[config.mk]
export PLATFORM = sky130hd
export DESIGN_NAME = hpsgh_div
export DESIGN_NICKNAME = d
export VERILOG_FILES = /design/src/rtl/hpsgh_pkg.sv /design/src/rtl/hpsgh_div.sv
export SDC_FILE = /design/constraint.sdc
export NUM_CORES = 1
export LEC_CHECK = 0
export ABC_AREA = 1
export ABC_CLOCK_PERIOD_IN_PS = 1300
export BUFFER_PORTS_ARGS = -buffer_cell sky130_fd_sc_hd__buf_4
export CAP_MARGIN = 20
export CORE_ASPECT_RATIO = 0.7
export CORE_MARGIN = 4
export CORE_UTILIZATION = 25
export CTS_CLUSTER_DIAMETER = 120
export DETAILED_ROUTE_END_ITERATION = 8
export PLACE_DENSITY = 0.51
export SYNTH_ARGS = -nofsm -noshare
export SYNTH_HDL_FRONTEND = slang
export SYNTH_SLANG_ARGS = --single-unit
[constraint.sdc]
create_clock -name clk -period 1.3 [get_ports clk]
set_input_delay 0 -clock clk [delete_from_list [all_inputs] [get_ports clk]]
set_output_delay 0 -clock clk [all_outputs]
set_load 0.005 [all_outputs]
[src/rtl/hpsgh_pkg.sv]
// shared types and constants for the hand point smoother
package hpsgh_pkg;

    localparam int COORD_W  = 13;
    localparam int WEIGHT_W = 9;
    localparam int MARGIN_W = 8;
    localparam int CFG_IDX_W = 2;
    localparam int CFG_DATA_W = 13;

    localparam logic [WEIGHT_W-1:0] GRAB_ONE  = 9'd256;
    localparam logic [9:0]          GRAB_HALF = 10'd128;

    localparam logic [WEIGHT_W-1:0]   WEIGHT_RESET = 9'd128;
    localparam logic [MARGIN_W-1:0]   MARGIN_RESET = 8'd26;
    localparam logic [COORD_W-1:0]    NEAR_RESET   = 13'd700;
    localparam logic [COORD_W-1:0]    FAR_RESET    = 13'd1700;

    typedef enum logic [CFG_IDX_W-1:0] {
        CFG_SMOOTHING_WEIGHT = 2'd0,
        CFG_CHANGE_MARGIN    = 2'd1,
        CFG_NEAR_WARNING     = 2'd2,
        CFG_FAR_WARNING      = 2'd3
    } cfg_index_t;

    typedef enum logic [2:0] {
        ST_IDLE,
        ST_WIN,
        ST_GRAB,
        ST_HYST,
        ST_DIV,
        ST_OUT
    } state_t;

    typedef enum logic [1:0] {
        AX_X,
        AX_Y,
        AX_Z
    } axis_t;

    typedef struct packed {
        logic signed [COORD_W-1:0] x;
        logic signed [COORD_W-1:0] y;
        logic        [COORD_W-1:0] z;
    } point_t;

    typedef struct packed {
        logic  in_ready;
        logic  win_en;
        logic  grab_en;
        logic  hyst_en;
        logic  div_start;
        axis_t div_axis;
        logic  out_load;
    } ctl_t;

endpackage

[src/rtl/hpsgh_div.sv]
// iterative restoring divider, one quotient bit per cycle
module hpsgh_div
    import hpsgh_pkg::*;
#(
    parameter int DVD_W = 17,
    parameter int DVS_W = 3
) (
    input  logic             clk,
    input  logic             rst_n,
    input  logic             start,
    input  logic [DVD_W-1:0] dividend,
    input  logic [DVS_W-1:0] divisor,
    output logic             done,
    output logic [DVD_W-1:0] quotient
);

    localparam int STEP_W = $clog2(DVD_W + 1);

    logic              busy_reg, busy_next;
    logic              done_reg, done_next;
    logic [STEP_W-1:0] step_reg, step_next;
    logic [DVS_W-1:0]  rem_reg, rem_next;
    logic [DVD_W-1:0]  quo_reg, quo_next;
    logic [DVS_W-1:0]  dvs_reg, dvs_next;
    logic [DVS_W:0]    trial;
    logic              fits;

    always_comb
    begin
        trial = {rem_reg, quo_reg[DVD_W-1]};
        fits  = (trial >= {1'b0, dvs_reg});
        busy_next = busy_reg;
        done_next = 1'b0;
        step_next = step_reg;
        rem_next  = rem_reg;
        quo_next  = quo_reg;
        dvs_next  = dvs_reg;
        if (start)
        begin
            busy_next = 1'b1;
            step_next = STEP_W'(DVD_W);
            rem_next  = '0;
            quo_next  = dividend;
            dvs_next  = divisor;
        end
        else if (busy_reg)
        begin
            // shift in next dividend bit, subtract when divisor fits
            rem_next  = fits ? DVS_W'(trial - {1'b0, dvs_reg}) : DVS_W'(trial);
            quo_next  = {quo_reg[DVD_W-2:0], fits};
            step_next = step_reg - 1'b1;
            if (step_reg == STEP_W'(1))
            begin
                busy_next = 1'b0;
                done_next = 1'b1;
            end
        end
    end

    always_ff @(posedge clk or negedge rst_n)
    begin
        if (!rst_n)
        begin
            busy_reg <= 1'b0;
            done_reg <= 1'b0;
            step_reg <= '0;
        end
        else
        begin
            busy_reg <= busy_next;
            done_reg <= done_next;
            step_reg <= step_next;
        end
    end

    always_ff @(posedge clk)
    begin
        rem_reg <= rem_next;
        quo_reg <= quo_next;
        dvs_reg <= dvs_next;
    end

    assign done     = done_reg;
    assign quotient = quo_reg;

    property p_done_after_busy;
        @(posedge clk) disable iff (!rst_n) done_reg |-> $past(busy_reg);
    endproperty
    a_done_after_busy: assert property (p_done_after_busy)
        else $error("divider finished without running");

    property p_rem_below_divisor;
        @(posedge clk) disable iff (!rst_n)
            (busy_reg && !$past(start)) |-> (rem_reg < dvs_reg);
    endproperty
    a_rem_below_divisor: assert property (p_rem_below_divisor)
        else $error("divider remainder reached divisor");

    property p_no_restart;
        @(posedge clk) disable iff (!rst_n) busy_reg |-> !start;
    endproperty
    a_no_restart: assert property (p_no_restart)
        else $error("divider started while busy");

endmodule

# [Word-level counts from Yosys, hierarchy flattened]
# Cells that the tools add are included.
[classes] addsub=2 n_lt_le_gt_ge=1 n_eq_ne=1 mux=11 n_reduce_logical=1
[op_table] op="$mux 17" n=2
[op_table] op="$mux 5" n=2
[op_table] op="$mux 1" n=6
[op_table] op="$eq 5x1->1 const B" n=1
[op_table] op="$sub 5x1->5 const B" n=1
[op_table] op="$ge 4x3->1" n=1
[op_table] op="$mux 3" n=1
[op_table] op="$sub 3x3->3" n=1
[op_table] op="$reduce_bool 2->1" n=1
[word_totals] register_bits=30 out_inout_bits=18 elab_cells=22

# [Depth between registers and ports, before layout]
[depth] word_depth=4 depth_mapped=9 mapped_depth_nobuf=9

# [Worst setup path after synthesis]
# OpenSTA, ideal clock, no wires.
[synth_path] path_type="register to register" from="reg quo_reg[16], in the netlist quotient[16]" to="reg rem_reg[0]" setup_ps=113 arrival_time_ps=1369 required_ps=1187 slack_ps=-182 path_stages_with_launch=10 path_buffers=0 synth_period_minus_slack_ps=1482 cell_sequence="edfxtp_1 -> inv_1 -> ha_1 -> fa_1 -> inv_1 -> nand2_1 -> nand3_1 -> nand2_1 -> nand3_1 -> nand2_1"
[synth_via] elab_chain_len=2 elab_cells_between_ends=3 cone_classes="add/sub: 1; order compare: 1; mux: 1"
[synth_lines] item="start, declared" line="hpsgh_div.sv:23" source="logic [DVD_W-1:0] quo_reg, quo_next;"
[synth_lines] item="start signal, assigned" line="hpsgh_div.sv:79" source="quo_reg <= quo_next;"
[synth_lines] item="$ge 4x3->1 or $sub 3x3->3 (tied branches)" line="hpsgh_div.sv:31, hpsgh_div.sv:49"
[synth_lines] item="$mux 3 (*)" line="hpsgh_div.sv:49" source="rem_next = fits ? DVS_W'(trial - {1'b0, dvs_reg}) : DVS_W'(trial);"
[synth_lines] item="end signal, assigned" line="hpsgh_div.sv:78" source="rem_reg <= rem_next;"
[synth_lines] item="end, declared" line="hpsgh_div.sv:22" source="logic [DVS_W-1:0] rem_reg, rem_next;"
# Every way passes the cells marked *; elsewhere a longest branch is shown, timed or not.
# A chain may end at the register's enable or synchronous reset.

# [Final worst setup path]
[layout_path] from="reg dvs_reg[0]" to="reg rem_reg[0]"
[layout_via] elab_chain_len=2 elab_cells_between_ends=3 cone_classes="add/sub: 1; order compare: 1; mux: 1"
[layout_lines] item="start, declared" line="hpsgh_div.sv:24" source="logic [DVS_W-1:0] dvs_reg, dvs_next;"
[layout_lines] item="start signal, assigned" line="hpsgh_div.sv:80" source="dvs_reg <= dvs_next;"
[layout_lines] item="$ge 4x3->1 or $sub 3x3->3 (tied branches)" line="hpsgh_div.sv:31, hpsgh_div.sv:49"
[layout_lines] item="$mux 3 (*)" line="hpsgh_div.sv:49"
# Marks and branches as above.

==> out/results.ini <==
[timing]
max_clock_freq_mhz = 714
layout_min_cycle_time_ns = 1.40
max-slew-margin-rel = 0.834
layout_worst_path_cycle_share = 1.08
worst-slew-pin-transition_ns = 0.247
hold_viol = 0
finalClockSkew_ns = 0.00647
slew_violations = 0
grt_setup_unrepaired = true
final-setup-viol-count = 4
post_route_worst_setup_slack_ns = -0.101

[cts]
root_driver = clkbuf_8
clock_latency_ns = 0.28
cts.path.max_buffers = 2
clock_edge_transition_at_the_registers_on_the_reported_setup_and_hold_paths_ns = 0.06
numClockSinks = 30
cts_htree_levels = 2
cts_inserted_buffers = 5
tritoncts = yes

[routing]
ant_nets = 0
dr_total_vias = 1216
detail_route.vias_per_cell = 4.03
met2RoutedLength_um = 1400
top_signal_layer_used = met4
totalWireLength_um = 3500
drc = 0
drt-wirelength-per-cell_um = 11.6
drtPass1Iterations = 4
met3_length_um = 242
drt_iter0_markers = 76
drt-met1-wl_um = 1820

[critical_path]
critical_path_class = flop to flop
worst_setup_path_start_kind = flop
worstPathArrival_ns = 1.58
timing.critical_path.required_ns = 1.48
critPathTopFamily = adder cells
worst-path-buf-inv = 1
cp_max_fo = 5
critical_path.max_stage_delay_ns = 0.38
crit_slowest_cell = edfxtp_1
critical_path.cell_chain = ha_2, fa_2, inv_2, nand2_4, nand3_4, nand2_2, nand3_2, nand2_1
crit_path_end_kind = flop

[logic_synthesis]
synth_cell_types = 18
syn_nets = 176
synth.yosys.warnings = 0
syn-instance-count = 147
async_reset_ff_frac = 0.233
synthMuxAreaShare = 0
ys_dominant_reg_cell = edfxtp_1
synth-compound-area-share = 0.0337
synthXorXnorAreaFrac = 0
synth_fa_ha_area_frac = 0.0601
largest_family_of_logic_cells_by_synthesized_area = simple AND/OR/NAND/NOR gates
synth-seq-cells = 30
average_instance_area_after_synthesis_um2 = 9.35
synth-edff-count = 20
synth_seq_area_share = 0.608
post_synth_instance_area_um2 = 1370
area_share_of_and_or_nand_nor_cells_after_synthesis = 0.245

[pwr]
p_sw_w = 0.000964
power.ir.vdd_worst_mv = 0.414
power.combinational.fraction = 0.328
finalPower_w = 0.00307
fraction_of_power_spent_switching_nets = 0.314
power-per-cell-area_nw_per_um2 = 1380
p_clk_frac = 0.236
power_report.internal_total_w = 0.00211
p_leak_nw = 1.09
sequentialPowerShare = 0.435

[global_route]
overflow = 0
grt_max_degree = 13
global_route_wire_length_before_repair_um = 5710
grt_use_total = 0.107
grt_antenna_before_repair = 0
number_of_global_route_vias_before_repair = 1147

[layout]
syn_to_final_growth_pct = 61.8
layout.nets = 258
final-seq-area_um2 = 836
largest_register_ff_count = 17
fin_util = 0.421
multi_input_combinational_cell_area_um2 = 518
final_layout_size_suffix_gt1_frac = 0.348
antenna_cells_inserted = 0
num-fill-cells = 516

[run_status]
status = finished with violations
violations_in_the_final_reports = setup timing

[floorplanning]
floorplan.rows = 22
placeableCoreArea_um2 = 5290
ioPinCount = 41
initial_utilization = 0.260
floorplan.die.height_um = 70.0
die_w_um = 96.6
fp.dieArea_um2 = 6760

[hold_path]
hold_path_class = input port to flop

[place]
port_buffers = 40
routabilityCongestion = 0.800
pre_cts_ws_ns = -0.141
place.detailed.hpwl_um = 2400

[flow_run]
max-cap-violations = 0

## what timing repair did
item	in CTS	in global routing
hold buffers	21	0
pin swaps	0	2
endpoints found under the setup margin	4	4
setup buffers	3	2
endpoints found under the hold margin	28	0
gates resized for setup	2	7
## cells in the final DEF, fill, tap and decap left out, types with 4 or more instances in the layout
| cell type | n |
|---|---|
| dlygate4sd3_1 | 21 |
| dfrtp_1 | 7 |
| ha_1 | 4 |
| o21ai_0 | 5 |
| clkbuf_8 | 5 |
| edfxtp_1 | 20 |
| inv_1 | 11 |
| buf_4 | 58 |
| nand2_1 | 63 |
| nor2_1 | 6 |
## cell usage after synthesis (all sizes together) (3+ instances only)
master	instances	area share
buf	4	0.015
dfrtp	7	0.13
edfxtp	20	0.44
nor2	8	0.025
nand3	4	0.015
o21ai	5	0.018
nand2	67	0.18
a21oi	3	0.011
ha	5	0.046
nand4	3	0.014
inv	14	0.038
dfxtp	3	0.044
## cell type report
cell class              count  area share
clock buffers               6      0.0326
clock inverters             2     0.00394
inverters                  14      0.0236
multi-input cells          99       0.233
flip-flops and latches     30       0.376
well taps                  72      0.0405
repair buffers             79       0.290
## cells by family (layout without fill, tap and decap cells)
kind of cell,Yosys count,count (layout)
flip-flops,30,30
AO/OA/AOI/OAI,9,9
adder cells (fa/ha/maj),6,6
AND/OR/NAND/NOR,84,84
buffers and inverters,18,101
## worst reg2reg max path, stage by stage, from the launching register on
cell,delay (ns)
edfxtp_1,0.38
ha_2,0.20
fa_2,0.33
inv_2,0.08
nand2_4,0.07
nand3_4,0.09
nand2_2,0.06
nand3_2,0.05
nand2_1,0.04
## power by group through the flow
stage,clock network (W),logic (W),registers [W]
after floorplan,0,0.000438,0.00133
after global placement,0,0.000835,0.00135
after detailed placement,0,0.000835,0.00134
after CTS,0.000759,0.000933,0.00133
after global routing,0.000791,0.00114,0.00136
final,0.000725,0.00101,0.00134
## metal layers
layer / GRT usage / vias to the layer above
met5: 0 / -
met2: 0.150 / 32
li1: - / 636
met3: 0.0469 / 6
met1: 0.148 / 542
met4: 0.0327 / 0
## final timing paths
kind	from	to	slack, ns	cells past startpoint
setup / recovery	dvs_reg[0]$_DFFE_PP_	rem_reg[0]$_SDFFE_PP0P_	-0.10	8
hold / removal	dividend[16]	quotient[16]$_DFFE_PP_	0.007	3
setup reg to reg	dvs_reg[0]$_DFFE_PP_	rem_reg[0]$_SDFFE_PP0P_	-0.10	8
hold reg to reg	rem_reg[2]$_SDFFE_PP0P_	rem_reg[2]$_SDFFE_PP0P_	0.47	2
max in group asynchronous	rst_n	step_reg[0]$_DFFE_PN0P_	1.11	2
min in group asynchronous	rst_n	done$_DFF_PN0_	0.06	2
## stage by stage
stage / instances / TNS [ns] / instance area, µm² / hold slack (ns)
2_1_floorplan: 147 / -0.168 / 1390 / -0.296
3_3_place_gp: 268 / -0.273 / 1860 / -0.180
3_5_place_dp: 268 / -0.463 / 1860 / -0.182
4_1_cts: 300 / -0.447 / 2180 / 0.000506
5_1_grt: 302 / -0.611 / 2220 / 0.0317
6_report: 302 / -0.356 / 2220 / 0.00669
Power figures use the tool's default switching activity.
